`src/sv/lanc_pkg.sv`:
```
// shared types and constants for the lanc datagram controller
package lanc_pkg;

  // event kinds carried in the action field
  typedef enum logic [1:0] {
    ACT_RX_BYTE = 2'd0,
    ACT_START   = 2'd1,
    ACT_TICK    = 2'd2,
    ACT_STAGE   = 2'd3
  } action_t;

  // configuration register indexes
  localparam int unsigned CFG_INDEX_W = 2;
  localparam logic [CFG_INDEX_W-1:0] CFG_GAP_THRESHOLD = 2'd0;
  localparam logic [CFG_INDEX_W-1:0] CFG_OUTPUT_INVERT = 2'd1;

  // register reset values
  localparam logic [7:0] GAP_THRESHOLD_RESET = 8'd5;
  localparam logic       OUTPUT_INVERT_RESET = 1'b1;

  // frame bytes that are visible on the status outputs
  localparam int unsigned STATUS_FIRST = 2;
  localparam int unsigned STATUS_LAST  = 7;
  localparam int unsigned STORE_DEPTH  = 8;

endpackage

```
`src/sv/lanc_datagram_controller.sv`:
```
// lanc datagram controller: frame receive, command staging and bit-serial send
//
// Every accepted word is one event: received byte, start bit, bit tick or command
// stage. A word is taken every cycle unless in_stall is high; it is held in the input
// register, its state update is done by the logic behind that register, and the result
// word lands in the output register. Throughput is one word per cycle when no stall
// holds the flow. A stall on the result side holds the output register; the input
// register still takes one more word while the result waits, and in_stall rises only
// when both are full. Configuration writes are always ready and take effect at once.
module lanc_datagram_controller
  import lanc_pkg::*;
#(
  parameter int unsigned FRAME_LENGTH = 8
) (
  input  logic                   clk,
  input  logic                   rst,
  // event input
  input  logic                   in_valid,
  output logic                   in_stall,
  input  logic [1:0]             action,
  input  logic [7:0]             rx_byte,
  input  logic [31:0]            now_ms,
  input  logic [7:0]             cmd_first,
  input  logic [7:0]             cmd_second,
  // result output
  output logic                   out_valid,
  input  logic                   out_stall,
  output logic                   line_level,
  output logic                   tx_busy,
  output logic                   start_armed,
  output logic                   frame_done,
  output logic [7:0]             status_b2,
  output logic [7:0]             status_b3,
  output logic [7:0]             status_b4,
  output logic [7:0]             status_b5,
  output logic [7:0]             status_b6,
  output logic [7:0]             status_b7,
  // configuration write
  input  logic                   cfg_valid,
  output logic                   cfg_ready,
  input  logic [CFG_INDEX_W-1:0] cfg_index,
  input  logic [7:0]             cfg_data
);

  localparam logic [7:0] POS_LAST = 8'(FRAME_LENGTH - 1);

  // configuration registers
  logic [7:0] gap_threshold;
  logic       output_inverted;

  // input register
  logic       s1_valid;
  action_t    s1_action;
  logic [7:0] s1_rx_byte;
  logic [31:0] s1_now_ms;
  logic [7:0] s1_cmd_first;
  logic [7:0] s1_cmd_second;

  // controller state
  logic [7:0]  frame_position, frame_position_next;
  logic [31:0] last_byte_time, last_byte_time_next;
  logic [7:0]  frame_store [STORE_DEPTH];
  logic [7:0]  frame_store_next [STORE_DEPTH];
  logic [7:0]  staged_command [2];
  logic [7:0]  staged_command_next [2];
  logic [7:0]  published_frame [STATUS_FIRST:STATUS_LAST];
  logic [7:0]  published_frame_next [STATUS_FIRST:STATUS_LAST];
  logic        trigger_armed, trigger_armed_next;
  logic [7:0]  shift_byte, shift_byte_next;
  logic [3:0]  bit_index, bit_index_next;
  logic        sending, sending_next;
  logic        line_state, line_state_next;
  logic        done_next;

  logic        advance;
  logic        process;
  logic        cfg_write;
  logic [7:0]  rx_data;
  logic [31:0] gap;
  logic        tx_bit;

  // handshake control
  assign advance   = !out_valid || !out_stall;
  assign process   = s1_valid && advance;
  assign in_stall  = s1_valid && !advance;
  assign cfg_ready = 1'b1;
  assign cfg_write = cfg_valid && cfg_ready;

  // input register
  always_ff @(posedge clk) begin
    if (rst) begin
      s1_valid <= 1'b0;
    end else if (!in_stall) begin
      s1_valid <= in_valid;
    end
    if (in_valid && !in_stall) begin
      s1_action     <= action_t'(action);
      s1_rx_byte    <= rx_byte;
      s1_now_ms     <= now_ms;
      s1_cmd_first  <= cmd_first;
      s1_cmd_second <= cmd_second;
    end
  end

  assign rx_data = ~s1_rx_byte;
  assign gap     = s1_now_ms - last_byte_time;
  assign tx_bit  = shift_byte[bit_index[2:0]];

  // event handling
  always_comb begin
    frame_position_next  = frame_position;
    last_byte_time_next  = last_byte_time;
    frame_store_next     = frame_store;
    staged_command_next  = staged_command;
    published_frame_next = published_frame;
    trigger_armed_next   = trigger_armed;
    shift_byte_next      = shift_byte;
    bit_index_next       = bit_index;
    sending_next         = sending;
    line_state_next      = line_state;
    done_next            = 1'b0;

    unique case (s1_action)
      ACT_RX_BYTE: begin
        if (gap > {24'd0, gap_threshold}) begin
          frame_position_next = 8'd0;
        end else begin
          frame_position_next = frame_position + 8'd1;
        end
        if (frame_position_next == 8'd0 || frame_position_next == POS_LAST) begin
          trigger_armed_next = 1'b1;
        end
        last_byte_time_next = s1_now_ms;
        for (int k = STATUS_FIRST; k < STORE_DEPTH; k++) begin
          if (frame_position_next == 8'(k) && k <= FRAME_LENGTH - 1) begin
            frame_store_next[k] = rx_data;
          end
        end
        // last byte closes the frame
        if (frame_position_next == POS_LAST) begin
          frame_store_next[0] = staged_command[0];
          frame_store_next[1] = staged_command[1];
          for (int k = STATUS_FIRST; k <= STATUS_LAST; k++) begin
            published_frame_next[k] = frame_store_next[k];
          end
          done_next = 1'b1;
        end
      end
      ACT_START: begin
        if (trigger_armed) begin
          if (frame_store[0] != 8'd0) begin
            if (frame_position == POS_LAST) begin
              shift_byte_next = frame_store[0];
              sending_next    = 1'b1;
            end else if (frame_position == 8'd0) begin
              shift_byte_next = frame_store[1];
              sending_next    = 1'b1;
            end
          end
          trigger_armed_next = 1'b0;
        end
      end
      ACT_TICK: begin
        if (sending) begin
          if (bit_index <= 4'd7) begin
            line_state_next = output_inverted ? tx_bit : !tx_bit;
            bit_index_next  = bit_index + 4'd1;
          end else begin
            bit_index_next  = 4'd0;
            line_state_next = !output_inverted;
            sending_next    = 1'b0;
          end
        end
      end
      ACT_STAGE: begin
        staged_command_next[0] = s1_cmd_first;
        staged_command_next[1] = s1_cmd_second;
      end
      default: begin
      end
    endcase
  end

  // configuration registers
  always_ff @(posedge clk) begin
    if (rst) begin
      gap_threshold   <= GAP_THRESHOLD_RESET;
      output_inverted <= OUTPUT_INVERT_RESET;
    end else if (cfg_write) begin
      unique case (cfg_index)
        CFG_GAP_THRESHOLD: gap_threshold   <= cfg_data;
        CFG_OUTPUT_INVERT: output_inverted <= cfg_data[0];
        default: begin
        end
      endcase
    end
  end

  // controller state update
  always_ff @(posedge clk) begin
    if (rst) begin
      frame_position <= 8'd0;
      last_byte_time <= 32'd0;
      for (int k = 0; k < STORE_DEPTH; k++) begin
        frame_store[k] <= 8'd0;
      end
      staged_command[0] <= 8'd0;
      staged_command[1] <= 8'd0;
      for (int k = STATUS_FIRST; k <= STATUS_LAST; k++) begin
        published_frame[k] <= 8'd0;
      end
      trigger_armed <= 1'b0;
      shift_byte    <= 8'd0;
      bit_index     <= 4'd0;
      sending       <= 1'b0;
      line_state    <= !OUTPUT_INVERT_RESET;
    end else begin
      if (process) begin
        frame_position  <= frame_position_next;
        last_byte_time  <= last_byte_time_next;
        frame_store     <= frame_store_next;
        staged_command  <= staged_command_next;
        published_frame <= published_frame_next;
        trigger_armed   <= trigger_armed_next;
        shift_byte      <= shift_byte_next;
        bit_index       <= bit_index_next;
        sending         <= sending_next;
        line_state      <= line_state_next;
      end
      // polarity change moves an idle line at once
      if (cfg_write && cfg_index == CFG_OUTPUT_INVERT && !sending) begin
        line_state <= !cfg_data[0];
      end
    end
  end

  // result register
  always_ff @(posedge clk) begin
    if (rst) begin
      out_valid <= 1'b0;
    end else if (advance) begin
      out_valid <= s1_valid;
    end
    if (process) begin
      line_level  <= line_state_next;
      tx_busy     <= sending_next;
      start_armed <= trigger_armed_next;
      frame_done  <= done_next;
      status_b2   <= published_frame_next[2];
      status_b3   <= published_frame_next[3];
      status_b4   <= published_frame_next[4];
      status_b5   <= published_frame_next[5];
      status_b6   <= published_frame_next[6];
      status_b7   <= published_frame_next[7];
    end
  end

  // a send ends only on a bit tick
  assert property (@(posedge clk) disable iff (rst)
    $fell(sending) |-> $past(process && s1_action == ACT_TICK))
    else $error("send ended without a bit tick");

  // bit counter stays within the eight data bits and the stop tick
  assert property (@(posedge clk) disable iff (rst)
    bit_index <= 4'd8)
    else $error("bit index out of range");

  // an idle transmitter has its bit counter cleared
  assert property (@(posedge clk) disable iff (rst)
    !sending |-> bit_index == 4'd0)
    else $error("bit index not cleared while idle");

  // a completed frame always leaves the start trigger armed
  assert property (@(posedge clk) disable iff (rst)
    out_valid && frame_done |-> start_armed)
    else $error("frame done without armed trigger");

  // a held input word is not overwritten
  assert property (@(posedge clk) disable iff (rst)
    in_stall |=> s1_valid && $stable(s1_now_ms) && $stable(s1_rx_byte))
    else $error("input register changed under stall");

endmodule
```
`config.mk`:
```
export PLATFORM = sky130hd
export DESIGN_NAME = lanc_datagram_controller
export DESIGN_NICKNAME = d
export VERILOG_FILES = /design/src/sv/lanc_pkg.sv /design/src/sv/lanc_datagram_controller.sv
export SDC_FILE = /design/constraint.sdc
export NUM_CORES = 1
export LEC_CHECK = 0
export BUFFER_PORTS_ARGS = -buffer_cell sky130_fd_sc_hd__buf_4
export CAP_MARGIN = 20
export CORE_MARGIN = 2
export CORE_UTILIZATION = 58
export DETAILED_ROUTE_END_ITERATION = 10
export GPL_TIMING_DRIVEN = 0
export HOLD_SLACK_MARGIN = 0.06
export PLACE_DENSITY = 0.78
export SYNTH_ARGS = -nofsm -noshare
export SYNTH_HDL_FRONTEND = slang
export SYNTH_SLANG_ARGS = --single-unit
export TNS_END_PERCENT = 1
```
`constraint.sdc`:
```
create_clock -name clk -period 5.7 [get_ports clk]
set_input_delay 0.57 -clock clk [delete_from_list [all_inputs] [get_ports clk]]
set_output_delay 0.57 -clock clk [all_outputs]
set_load 0.05 [all_outputs]
```
; ---- Word-level counts from Yosys, hierarchy flattened
; Cells that the tools add are included.
[totals]
register_bits = 304
input_bits = 73
output_inout_bits = 55
word_cells = 120
[classes]
n_addsub = 3
magnitude_cmp = 3
eq_ne = 11
mux = 31
bitwise = 1
n_reduce_logical = 29
[ops]
columns = cell, n
row1 = $mux 48, 2
row2 = $mux 8, 10
row3 = $eq 8x3->1 const B, 5
row4 = $gt 32x8->1, 1
row5 = $sub 32x32->32, 1
row6 = $eq 8x2->1 const B, 2
row7 = $logic_not 8->1, 2
row8 = $mux 1, 15
row9 = $add 8x1->8 const B, 1
row10 = $logic_not 1->1, 8
row11 = $not 8->8, 1
row12 = $reduce_and 2->1, 4
row13 = $reduce_bool 8->1, 1
row14 = $reduce_and 3->1, 2
row15 = $logic_and 1x1->1, 5
row16 = $reduce_and 5->1, 1
row17 = $add 4x1->4 const B, 1
row18 = $eq 2x1->1 const B, 2
row19 = $eq 2x2->1 const B, 2
row20 = $le 4x3->1 const B, 1
row21 = $logic_not 2->1, 2
row22 = $lt 3x4->1 const B, 1
row23 = $mux 4, 1
row24 = $pmux 1 s2, 2
row25 = 3 further kinds, 5

; ---- Depth between registers and ports, before layout
; Gate-level depths: netlist of run 1.
[logic_depth]
ltp_word = 9
mapped_depth = 19
depth_no_buf = 17

; ---- Worst setup path before layout of run 1
; No wires, ideal clock.
[synth_path]
path_kind = flip-flop to flip-flop
from = register s1_now_ms[3]
to = register status_b6[7] (data pin)
t_arrival_ns = 4.028
path_slack_ns = 1.410
path_stages_with_launch = 19
path_cell_list = edfxtp_1 -> ha_1 -> a21o_1 -> a21oi_1 -> nand2_1 -> a21o_1 -> a21oi_1 -> xnor2_1 -> ha_1 -> nand3_1 -> nor3_1 -> a21oi_1 -> nor4_1 -> nand4_1 -> nor4_4 -> and4_1 -> buf_4 -> buf_6 -> mux2_1
[synth_lines]
columns = element, line
row1 = from (decl), lanc_datagram_controller.sv:55  ; logic [31:0] s1_now_ms;
row2 = from (signal assigned), lanc_datagram_controller.sv:99  ; s1_now_ms <= now_ms;
row3 = to (signal assigned), lanc_datagram_controller.sv:253  ; status_b6 <= published_frame_next[6];
row4 = to (decl), lanc_datagram_controller.sv:36  ; output logic [7:0] status_b6,

==> reports/results.tsv, run 1 <==
stage	metric	value	unit
outcome	outcome	completed	
worst_setup_path	path_max_fanout	10	
yosys	yosys.area.top_type	dfxtp_1	
sta	rsz0062_at_grt	false	
global_routing	antenna_found_initial	0	
sta	achievable-frequency	189	MHz
yosys	synthCells	1490	
die	ios	128	
yosys	netlist_top_cells_area	dfxtp_1 26%, edfxtp_1 23%, mux2i_1 8.9%	
job	cap_violations	0	
clock_network	cts_buffers	30	
layout	layout.nets	1770	
power_and_ir_drop	power_frac_comb	10.5	%
routing	post_drt_wl_per_cell	16.8	µm
clock_network	post_cts_buffers	0	
yosys	synth_seq_area_share	49.0	%
worst_setup_path	worstSetupEndpointType	register	
global_routing	grt_max_degree	42	
sta	setup_viol	0	
global_routing	grt.overflow.total	0	
layout	drive_gt1_share	15.4	%
global_routing	grt_pass1_wl	54900	µm
routing	postRouteWirelength	33600	µm
clock_network	cts_resized	0	
routing	first_pass_iters	5	
die	dieWidth	161	µm
routing	drcViolationCount	0	
yosys	yosys.area.top_type_share	26.0	%
routing	vias_per_cell	5.72	
worst_setup_path	worstPathCellList	inv_1 -> ha_1 -> fa_1 -> nand2b_1 -> a21oi_1 -> nor2_1 -> xnor2_1 -> ha_1 -> a21o_1 -> a21oi_1 -> a21oi_1 -> nor4_1 -> nand4_1 -> nor4_4 -> and4_1 -> buf_4 -> buf_6 -> mux2_1	
yosys	syn_nets	1610	
worst_setup_path	startpoint_type	register	
sta	max-slew-margin-rel	31.4	%
sta	finalCritPeriodShare	92.6	%
sta	min_period	5280	ps
sta	hold_slack	180	ps
yosys	ys.flop_type	dfxtp_1	
worst_setup_path	critPathTopFamily	simple AND/OR/NAND/NOR gates	
die	core_area	24300	µm²
die	start_util	58.9	%
clock_network	cts_tree	done	
worst_setup_path	crit_arrival	5580	ps
yosys	async_flop_share	0	%
sta	slew_viol_final	0	
yosys	synth_area	14300	µm²
power_and_ir_drop	p_leak	6.34	nW
yosys	yosys_warnings	0	
sta	finalClockSkew	15.0	ps
sta	final_hold_viol_count	0	
worst_setup_path	cp.depth	18	
hold_path	hold_class	primary input to register	
global_routing	grt_util_all_layers	25.8	%
worst_setup_path	critical_path_class	register to register	
worst_setup_path	critPathRequiredTime	6000	ps
clock_network	clockBufferDepth	3	
placement	place_congestion	0.919	
power_and_ir_drop	seqPwrFrac	47.4	%
placement	port_buffers	126	
clock_network	cts-root-buf	clkbuf_16	
worst_setup_path	path_buf_inv	3	
die	die-area	26000	µm²
clock_network	clock_latency	560	ps
worst_setup_path	r2r-end	status_b6[7]$_DFFE_PP_	
sta	finalSetupTns	0	ps
clock_network	htree_levels	1	
power_and_ir_drop	p_sw	1.16	mW
hold_path	worstHoldStart	rx_byte[5]	
worst_setup_path	r2r_start	s1_now_ms[0]$_DFFE_PP_	
power_and_ir_drop	p_int	3.63	mW
routing	num_vias	11424	
clock_network	cts-hold-fix-buffers	0	
worst_setup_path	ff2ff_setup_slack	420	ps
power_and_ir_drop	p_sw_share	24.2	%
power_and_ir_drop	clkPwrFrac	42.1	%
hold_path	hold_depth	1	
power_and_ir_drop	ir_drop	0.234	mV
worst_setup_path	cpMostUsedCell	a21oi_1	
layout	antenna_cells	0	
hold_path	min_to	s1_rx_byte[5]$_DFFE_PP_	
worst_setup_path	r2r_cells	18	
die	rows	57	
clock_network	cts.sinks	296	
worst_setup_path	max_stage_delay	620	ps
clock_network	clkTransAtPathRegs	60	ps
global_routing	grt_pass1_vias	11039	
routing	drt_iter0_markers	842	
die	chipHeight	161	µm
sta	tightest_slew	1020	ps
yosys	postSynthAreaPerCell	9.62	µm²
worst_setup_path	slowest_stage	nor4_4	
yosys	ys_ff_latch	296	
routing	drt.antenna.violating_nets	0	
placement	hpwl	24900	µm
yosys	ys_types	68	
yosys	synth_enable_flop_cells	110	
layout	area_growth_syn_to_layout	16.9	%
power_and_ir_drop	power.density	286	nW/µm²
area by class of cell:
cell class,count,area [µm²]
clock buffers,35,790
well taps,324,405
plain buffers,91,403
flip-flops and latches,296,7030
clock inverters,21,239
inverters,64,240
repair buffers,128,986
multi-input cells,1039,6670
fillers,1883,7560
metal layers:
metal | wire (µm) | part of all wire, % | vias to the layer above | GRT usage (%)
met3 | 1610 | 4.8 | 79 | 3.13
li1 | - | - | 5611 | -
met2 | 16500 | 49 | 312 | 45.4
met5 | 0 | 0 | - | 0
met1 | 14400 | 43 | 5422 | 33.3
met4 | 1070 | 3.2 | 0 | 8.28
layout by cell type, fill, tap and decap left out, types with 5 or more instances in the layout:
cell type / count
xor2_1: 7
ha_1: 46
edfxtp_1: 110
o21a_1: 8
and4_1: 7
dfxtp_1: 186
nand3_1: 26
nor3_1: 27
clkbuf_1: 70
nand4_1: 29
mux2_2: 38
or3_1: 8
nor4_1: 12
a21o_1: 13
o211ai_1: 16
buf_4: 135
o21ai_0: 54
nor2b_1: 21
clkinv_2: 7
clkinv_1: 7
nor2_1: 56
xnor2_1: 9
bufinv_16: 5
mux2i_1: 127
a211oi_1: 16
nand2b_1: 6
buf_2: 9
inv_1: 63
a21oi_1: 119
nand2_1: 287
clkbuf_16: 30
and2_1: 9
and3_1: 18
or2_2: 10
Yosys cell counts, types with 10 or more instances:
| cell | instances |
|---|---|
| nand2_1 | 287 |
| dfxtp_1 | 186 |
| mux2i_1 | 127 |
| a21oi_1 | 119 |
| edfxtp_1 | 110 |
| clkbuf_1 | 68 |
| inv_1 | 63 |
| nor2_1 | 56 |
| o21ai_0 | 54 |
| ha_1 | 46 |
| mux2_2 | 38 |
| nand4_1 | 29 |
| nor3_1 | 27 |
| nand3_1 | 26 |
| nor2b_1 | 22 |
| and3_1 | 18 |
| a211oi_1 | 16 |
| o211ai_1 | 16 |
| a21o_1 | 13 |
| nor4_1 | 12 |
| or2_2 | 10 |
registers in the layout, indices dropped and copies added, names as in the netlist, 4 cells and up:
| signal | cells |
|---|---|
| gap_threshold | 8 |
| published_frame | 48 |
| status_b3 | 8 |
| frame_position | 8 |
| s1_rx_byte | 8 |
| frame_store | 56 |
| status_b6 | 8 |
| last_byte_time | 32 |
| bit_index | 4 |
| status_b5 | 8 |
| status_b2 | 8 |
| s1_now_ms | 32 |
| s1_cmd_second | 8 |
| s1_cmd_first | 8 |
| status_b4 | 8 |
| status_b7 | 8 |
| shift_byte | 8 |
| staged_command | 16 |
through the flow:
| step | total power [mW] | utilization [%] | area (µm²) | std cells | setup slack (ps) |
|---|---|---|---|---|---|
| after CTS | 4.82 | 68.9 | 16800 | 1998 | 482 |
| after global routing | 4.96 | 68.9 | 16800 | 1998 | 123 |
| final | 4.79 | 68.9 | 16800 | 1998 | 421 |
| after floorplan | 2.65 | - | 14300 | 1490 | 1410 |
| after global placement | 2.81 | 64.5 | 15700 | 1940 | 224 |
| after detailed placement | 2.82 | 64.7 | 15700 | 1942 | 509 |
worst max-delay path by stage:
| stage | from | end | slack, ps |
|---|---|---|---|
| 6_report | s1_now_ms[0]$_DFFE_PP_ | status_b6[7]$_DFFE_PP_ | 420 |
| 5_1_grt | s1_now_ms[0]$_DFFE_PP_ | status_b6[7]$_DFFE_PP_ | 120 |
| 4_1_cts | s1_now_ms[0]$_DFFE_PP_ | status_b3[7]$_DFFE_PP_ | 480 |
| 3_5_place_dp | s1_now_ms[0]$_DFFE_PP_ | status_b6[7]$_DFFE_PP_ | 510 |
| 3_3_place_gp | out_stall | frame_position[0]$_SDFFE_PP0P_ | 220 |
| 2_1_floorplan | s1_now_ms[3]$_DFFE_PP_ | status_b6[7]$_DFFE_PP_ | 1410 |
kinds of logic (layout without fill, tap and decap cells):
| kind of cell | count (synthesis) | in the layout | synth area share, % |
|---|---|---|---|
| and+or+nand+nor | 537 | 537 | 17.6 |
| DFF | 296 | 296 | 49.0 |
| AOI/OAI and AO/OA | 268 | 268 | 11.3 |
| muxes | 170 | 170 | 12.4 |
| buffers and inverters | 155 | 339 | 4.48 |
| adders and majority gates | 47 | 47 | 4.16 |
| xor gates and xnor gates | 16 | 16 | 0.978 |
| other | 1 | 1 | 0.0262 |
power groups by stage:
stage / Sequential (mW) / Combinational (mW) / Clock (mW)
after detailed placement: 2.32 / 0.498 / 0
final: 2.27 / 0.504 / 2.02
after floorplan: 2.38 / 0.266 / 0
after global routing: 2.28 / 0.551 / 2.13
after global placement: 2.32 / 0.486 / 0
after CTS: 2.27 / 0.500 / 2.05
worst register-to-register path: stages, from the launching register on:
cell and delay, ps:
edfxtp_1 360, inv_1 50, ha_1 230, fa_1 410, nand2b_1 180, a21oi_1 450
nor2_1 210, xnor2_1 170, ha_1 300, a21o_1 170, a21oi_1 150, a21oi_1 150
nor4_1 190, nand4_1 210, nor4_4 620, and4_1 360, buf_4 240, buf_6 210
mux2_1 370
(Power assumes the default switching activity.)
==> inputs of run 2 (changes only) <==
Settings changed: CTS_CLUSTER_SIZE from default to 10, REMOVE_ABC_BUFFERS from default to 1, SETUP_SLACK_MARGIN from default to 0.3.
==> run 2 against run 1 <==
  * Hold slack better by 36 ps
  * Global-route usage decreased by 1.2 points
  * Non-clock buffer count is 80 lower
  * Clock power about the same
  * Critical path depth down 1
  * Clock skew grew 5.0 ps
  * Sequential power hardly changed
==> reports/results.tsv, run 2 (synthesis gave the netlist of run 1 again) <==
stage	metric	value	unit	change
die	core_area	24300	µm²	unchanged
hold_path	hold_depth	1		unchanged
layout	largestRegisters	frame_store: 56 flops, published_frame: 48 flops		unchanged
power_and_ir_drop	seqPwrFrac	47.6	%	was 47.4%
die	dieWidth	161	µm	unchanged
layout	antenna_cells	0		unchanged
power_and_ir_drop	clkPwrFrac	41.9	%	was 42.1%
job	cap_violations	0		unchanged
sta	max-slew-margin-rel	34.1	%	was 31.4%
global_routing	met3_usage	3.72	%	was 3.13%
global_routing	gr-usage-met2	40.4	%	was 45.4%
sta	rsz0062_at_grt	false		unchanged
worst_setup_path	worstPathCellList	inv_1 -> ha_1 -> fa_1 -> nand2b_1 -> a21oi_1 -> nor2_1 -> xnor2_1 -> ha_1 -> a21o_1 -> a21oi_1 -> a21oi_1 -> nor4_1 -> nand4_1 -> nor4_4 -> and4_4 -> buf_12 -> mux2_1		was inv_1 -> ha_1 -> fa_1 -> nand2b_1 -> a21oi_1 -> nor2_1 -> xnor2_1 -> ha_1 -> a21o_1 -> a21oi_1 -> a21oi_1 -> nor4_1 -> nand4_1 -> nor4_4 -> and4_1 -> buf_4 -> buf_6 -> mux2_1
clock_network	cts_tree	done		unchanged
clock_network	htree_levels	2		was 1
power_and_ir_drop	power_frac_comb	10.4	%	was 10.5%
sta	final_hold_viol_count	0		unchanged
power_and_ir_drop	p_sw_share	25.0	%	was 24.2%
worst_setup_path	startpoint_type	register		unchanged
layout	drive_gt1_share	15.5	%	was 15.4%
clock_network	clkTransAtPathRegs	60	ps	about the same
worst_setup_path	cpMostUsedCell	a21oi_1		unchanged
sta	fin_ws	617	ps	was 421 ps
worst_setup_path	ff2ff_setup_slack	620	ps	was 420 ps
worst_setup_path	path_max_fanout	25		was 10
clock_network	cts-root-buf	clkbuf_16		unchanged
worst_setup_path	r2r_cells	17		was 18
power_and_ir_drop	p_leak	6.23	nW	was 6.34 nW
worst_setup_path	critical_path_class	register to register		unchanged
layout	largest_register_ffs	56		unchanged
placement	port_buffers	126		unchanged
power_and_ir_drop	ir_drop	0.242	mV	was 0.234 mV
global_routing	grt_util_all_layers	24.7	%	was 25.8%
layout	regMostFlops	frame_store		unchanged
clock_network	cts-hold-fix-buffers	0		unchanged
die	chipHeight	161	µm	unchanged
layout	multi_input_area	6710	µm²	was 6670 µm²
routing	vias_per_cell	5.70		was 5.72
sta	finalClockSkew	20.0	ps	was 15.0 ps
layout	layout.nets	1695		was 1770
hold_path	min_to	s1_now_ms[8]$_DFFE_PP_		was s1_rx_byte[5]$_DFFE_PP_
layout	stdcell_area	16600	µm²	was 16800 µm²
clock_network	clockBufferDepth	3		unchanged
sta	tightest_slew	979	ps	was 1020 ps
global_routing	grt.overflow.total	0		unchanged
global_routing	grt_pass1_wl	52700	µm	was 54900 µm
placement	place_area	15500	µm²	was 15700 µm²
routing	post_drt_wl_per_cell	16.5	µm	was 16.8 µm
worst_setup_path	r2r_start	s1_now_ms[0]$_DFFE_PP_		unchanged
layout	final_core_util	68.1	%	was 68.9%
power_and_ir_drop	power.density	288	nW/µm²	was 286 nW/µm²
global_routing	grt_pass1_vias	10517		was 11039
sta	hold_slack	217	ps	was 180 ps
routing	postRouteWirelength	31600	µm	was 33600 µm
worst_setup_path	crit_arrival	5350	ps	was 5580 ps
outcome	outcome	completed		unchanged
hold_path	worstHoldStart	now_ms[8]		was rx_byte[5]
worst_setup_path	critPathRequiredTime	5960	ps	was 6000 ps
placement	place_congestion	0.885		was 0.919
placement	post-place-ws	-270	ps	was 509 ps
sta	min_period	5080	ps	was 5280 ps
clock_network	clock_latency	530	ps	was 560 ps
worst_setup_path	max_stage_delay	540	ps	was 620 ps
routing	drcViolationCount	0		unchanged
layout	mostFrequentLayoutCell	nand2_1		unchanged
layout	seq_area	7030	µm²	unchanged
sta	finalCritPeriodShare	89.2	%	was 92.6%
worst_setup_path	r2r-end	status_b6[5]$_DFFE_PP_		was status_b6[7]$_DFFE_PP_
clock_network	cts.sinks	296		unchanged
power_and_ir_drop	p_sw	1.20	mW	was 1.16 mW
die	ios	128		unchanged
routing	first_pass_iters	5		unchanged
sta	setup_viol	0		unchanged
global_routing	antenna_found_initial	0		unchanged
layout	area_growth_syn_to_layout	15.6	%	was 16.9%
clock_network	cts_buffers	35		was 30
die	die-area	26000	µm²	unchanged
die	start_util	58.9	%	unchanged
global_routing	use_met1	34.2	%	was 33.3%
power_and_ir_drop	p_int	3.58	mW	was 3.63 mW
sta	achievable-frequency	197	MHz	was 189 MHz
die	rows	57		unchanged
worst_setup_path	worstSetupEndpointType	register		unchanged
sta	finalSetupTns	0	ps	unchanged
global_routing	grt_max_degree	128		was 42
layout	layout_common_cells	286 x nand2_1, 186 x dfxtp_1, 131 x buf_4		was 287 x nand2_1, 186 x dfxtp_1, 135 x buf_4
sta	slew_viol_final	0		unchanged
hold_path	hold_class	primary input to register		unchanged
routing	drt.antenna.violating_nets	0		unchanged
routing	num_vias	10954		was 11424
placement	hpwl	21200	µm	was 24900 µm
routing	drt_iter0_markers	695		was 842
global_routing	top_usage_layer	met2		unchanged
worst_setup_path	slowest_stage	and4_4		was nor4_4
layout	fill_cells	1861		was 1883
-- run 2: cell count changes in the layout (fill, tap and decap cells not counted), sizes merged --
| cell | previous run | this run |
|---|---|---|
| buf | 151 | 139 |
| inv | 63 | 64 |
| clkbuf | 103 | 57 |
| bufinv | 5 | 0 |
| clkinvlp | 2 | 0 |
| clkinv | 15 | 3 |
-- run 2: worst max-delay path by stage --
stage                            startpoint                           end  slack [ps]
CTS                 s1_now_ms[18]$_DFFE_PP_        status_b6[5]$_DFFE_PP_         630
floorplan                         out_stall  frame_store[48]$_SDFFE_PP0P_       -3160
detailed placement   s1_now_ms[0]$_DFFE_PP_        status_b6[5]$_DFFE_PP_        -270
global placement                  out_stall  frame_store[50]$_SDFFE_PP0P_       -6710
finish               s1_now_ms[0]$_DFFE_PP_        status_b6[5]$_DFFE_PP_         620
global route         s1_now_ms[0]$_DFFE_PP_        status_b4[4]$_DFFE_PP_         300
-- run 2: through the flow --
stage / std cells / total power [mW]
finish: 1922 / 4.77
global route: 1922 / 4.94
CTS: 1919 / 4.81
detailed placement: 1857 / 2.81
global placement: 1849 / 2.79
floorplan: 1399 / 2.63
-- run 2: area by class of cell --
class / instances / share of cell area (%)
clock buffer: 57 / 5.78
clock inverter: 3 / 0.332
inverter: 64 / 1.48
multi-input combinational: 1039 / 40.5
sequential: 296 / 42.4
tap: 324 / 2.45
timing repair buffer: 139 / 7.03
-- run 2: critical path, delay by kind of cell (launching register included) --
kind	cells	cell delay, ps
and+or+nand+nor	6	1620
adders and majority gates	3	930
AOI/OAI and AO/OA	4	880
DFF	1	390
muxes	1	370
buffers and inverters	2	320
xor gates and xnor gates	1	280
-- run 2: metal layers --
layer,wire length [µm],vias to the layer above
li1,-,5443
met1,14600,5149
met2,14600,306
met3,1740,56
met4,697,0
met5,0,-
-- run 2: what timing repair did --
action                     4_1_cts  5_1_grt
cloned                           0        0
pin swaps                        1        2
setup buffers                    2        2
setup endpoints to repair       89       18
resized for setup                1        0
hold endpoints to repair         0        0
-- run 2: power by group through the flow --
stage	clock network [mW]	logic, mW	registers, mW
floorplan	0	0.250	2.38
global placement	0	0.468	2.32
detailed placement	0	0.491	2.32
CTS	2.04	0.494	2.27
global route	2.12	0.545	2.28
finish	2.00	0.498	2.27
==> inputs of run 3 (changes only) <==
Settings changed: BUFFER_PORTS_ARGS -buffer_cell sky130_fd_sc_hd__buf_4 to -buffer_cell sky130_fd_sc_hd__buf_2, CORE_UTILIZATION 58 to 50, PLACE_DENSITY 0.78 to 0.69.
==> run 3 against run 2 <==
  * Via count shrank 1.2%
  * Non-clock buffer count grew 4
  * Flip-flop and latch count is the same
  * Register-to-register slack lost 150 ps
  * Utilization shrank 9.7 points
  * Combinational power shrank 4.6%
  * Fmax shrank 3.0%
  * Worst setup slack lost 150 ps
  * Global-route usage shrank 4.0 points
  * Clock-buffer cell count grew 2
  * Largest cell class unchanged
  * Largest power group unchanged
  * Highest routed layer unchanged
==> reports/results.tsv, run 3 (synthesis gave the netlist of run 1 again) <==
stage	metric	value	unit	change
outcome	outcome	completed		unchanged
global_routing	grt_pass1_vias	10163		was 10517
layout	layout.nets	1699		was 1695
sta	fin_ws	462	ps	was 617 ps
global_routing	grt.overflow.total	0		unchanged
die	rows	61		was 57
routing	post_drt_wl_per_cell	15.7	µm	was 16.5 µm
hold_path	hold_class	primary input to register		unchanged
die	ios	128		unchanged
placement	place_area	15300	µm²	was 15500 µm²
layout	final_core_util	58.4	%	was 68.1%
clock_network	clockBufferDepth	3		unchanged
hold_path	hold_depth	1		unchanged
global_routing	grt_util_all_layers	20.6	%	was 24.7%
global_routing	antenna_found_initial	0		unchanged
power_and_ir_drop	p_leak	6.14	nW	was 6.23 nW
routing	drt_iter0_markers	651		was 695
worst_setup_path	worstSetupEndpointType	register		unchanged
global_routing	grt_pass1_wl	51500	µm	was 52700 µm
power_and_ir_drop	power.density	289	nW/µm²	was 288 nW/µm²
placement	port_buffers	126		unchanged
power_and_ir_drop	ir_drop	0.236	mV	was 0.242 mV
layout	layout_common_cells	286 x nand2_1, 186 x dfxtp_1, 127 x mux2i_1		was 286 x nand2_1, 186 x dfxtp_1, 131 x buf_4
placement	hpwl	21300	µm	was 21200 µm
die	start_util	51.2	%	was 58.9%
clock_network	cts-hold-fix-buffers	0		unchanged
die	chipHeight	173	µm	was 161 µm
hold_path	worstHoldStart	rx_byte[4]		was now_ms[8]
clock_network	clock_latency	520	ps	was 530 ps
sta	finalClockSkew	10.7	ps	was 20.0 ps
sta	slew_viol_final	0		unchanged
worst_setup_path	crit_arrival	5680	ps	was 5350 ps
placement	placed_cells	1912		was 1857
layout	antenna_cells	0		unchanged
die	die-area	30000	µm²	was 26000 µm²
global_routing	grt_max_degree	129		was 128
layout	mostFrequentLayoutCell	nand2_1		unchanged
layout	drive_gt1_share	15.7	%	was 15.5%
routing	vias_per_cell	5.46		was 5.70
worst_setup_path	critPathRequiredTime	6140	ps	was 5960 ps
sta	tightest_slew	959	ps	was 979 ps
clock_network	clkTransAtPathRegs	60	ps	about the same
worst_setup_path	r2r_start	s1_now_ms[0]$_DFFE_PP_		unchanged
placement	place_congestion	0.904		was 0.885
die	dieWidth	173	µm	was 161 µm
layout	area_growth_syn_to_layout	14.2	%	was 15.6%
layout	largestRegisters	frame_store: 56 flops, published_frame: 48 flops		unchanged
routing	first_pass_iters	5		unchanged
worst_setup_path	critical_path_class	register to register		unchanged
layout	seq_area	7030	µm²	unchanged
job	cap_violations	0		unchanged
layout	stdcell_area	16400	µm²	was 16600 µm²
worst_setup_path	path_max_fanout	40		was 25
layout	fin_cells	1982		was 1922
power_and_ir_drop	total_power	4.73	mW	was 4.77 mW
routing	postRouteWirelength	31200	µm	was 31600 µm
hold_path	min_to	s1_rx_byte[4]$_DFFE_PP_		was s1_now_ms[8]$_DFFE_PP_
clock_network	htree_levels	2		unchanged
sta	setup_viol	0		unchanged
worst_setup_path	r2r-end	frame_store[52]$_SDFFE_PP0P_		was status_b6[5]$_DFFE_PP_
routing	drcViolationCount	0		unchanged
worst_setup_path	r2r_cells	18		was 17
sta	finalCritPeriodShare	91.9	%	was 89.2%
sta	rsz0062_at_grt	true		was false
layout	largest_register_ffs	56		unchanged
sta	finalSetupTns	0	ps	unchanged
clock_network	cts_buffers	35		unchanged
sta	max-slew-margin-rel	35.7	%	was 34.1%
die	core_area	28000	µm²	was 24300 µm²
layout	multi_input_area	6710	µm²	about the same
routing	drt.antenna.violating_nets	0		unchanged
clock_network	cts.sinks	296		unchanged
routing	num_vias	10828		was 10954
clock_network	cts-root-buf	clkbuf_16		unchanged
worst_setup_path	startpoint_type	register		unchanged
layout	regMostFlops	frame_store		unchanged
sta	final_hold_viol_count	0		unchanged
sta	hold_slack	222	ps	was 217 ps
clock_network	cts_tree	done		unchanged
sta	min_period	5240	ps	was 5080 ps
placement	post-place-ws	-234	ps	was -270 ps
layout	fill_cells	2483		was 1861
sta	achievable-frequency	191	MHz	was 197 MHz
worst_setup_path	ff2ff_setup_slack	460	ps	was 620 ps
==> run 3: changes by cell type in the layout (fill, tap and decap cells not counted) <==
cell	previous run	this run
and2_1	9	8
buf_2	0	125
and2_2	0	1
buf_6	1	3
clkbuf_1	22	24
buf_4	131	8
==> run 3: power breakdown <==
part	internal (mW)	switching, mW	leakage (nW)
clock network	1.16	0.821	0.482
registers	2.25	0.0224	2.52
logic	0.152	0.323	3.13
==> run 3: final cells by class <==
type / count / area share [%]
Sequential cell: 296 / 42.9
Multi-Input combinational cell: 1039 / 41.0
Clock buffer: 59 / 5.90
Timing Repair Buffer: 143 / 5.43
Tap cell: 378 / 2.89
Inverter: 64 / 1.50
Clock inverter: 3 / 0.336
==> run 3: routing by layer <==
layer,up-vias,track usage (%),part of all wire [%]
met4,0,6.07,2.2
met2,233,33.8,46
li1,5457,-,-
met1,5100,28.2,48
met3,38,3.33,4.4
met5,-,0,0
==> run 3: worst max path at each step <==
stage / from / endpoint
CTS: s1_now_ms[18]$_DFFE_PP_ / status_b3[3]$_DFFE_PP_
finish: s1_now_ms[0]$_DFFE_PP_ / frame_store[52]$_SDFFE_PP0P_
floorplan: out_stall / frame_store[48]$_SDFFE_PP0P_
global route: s1_now_ms[0]$_DFFE_PP_ / frame_store[63]$_SDFFE_PP0P_
detailed placement: s1_now_ms[0]$_DFFE_PP_ / status_b3[3]$_DFFE_PP_
global placement: out_stall / frame_store[49]$_SDFFE_PP0P_
==> run 3: what timing repair did <==
item	in CTS	in global routing
setup endpoints to repair	88	62
buffers inserted	1	6
gates resized for setup	0	1
pin swaps	1	1
==> run 3: critical path, stage by stage (launching register included) <==
cell and delay, ps:
edfxtp_1 390, inv_1 60, ha_1 220, fa_1 400, nand2b_1 180, a21oi_1 440, nor2_1 200, xnor2_1 250
ha_1 280, a21o_1 160, a21oi_1 150, a21oi_1 150, nor4_1 190, nand4_1 200, nor4_4 340, buf_4 310
and4_4 630, buf_16 330, mux2i_1 240
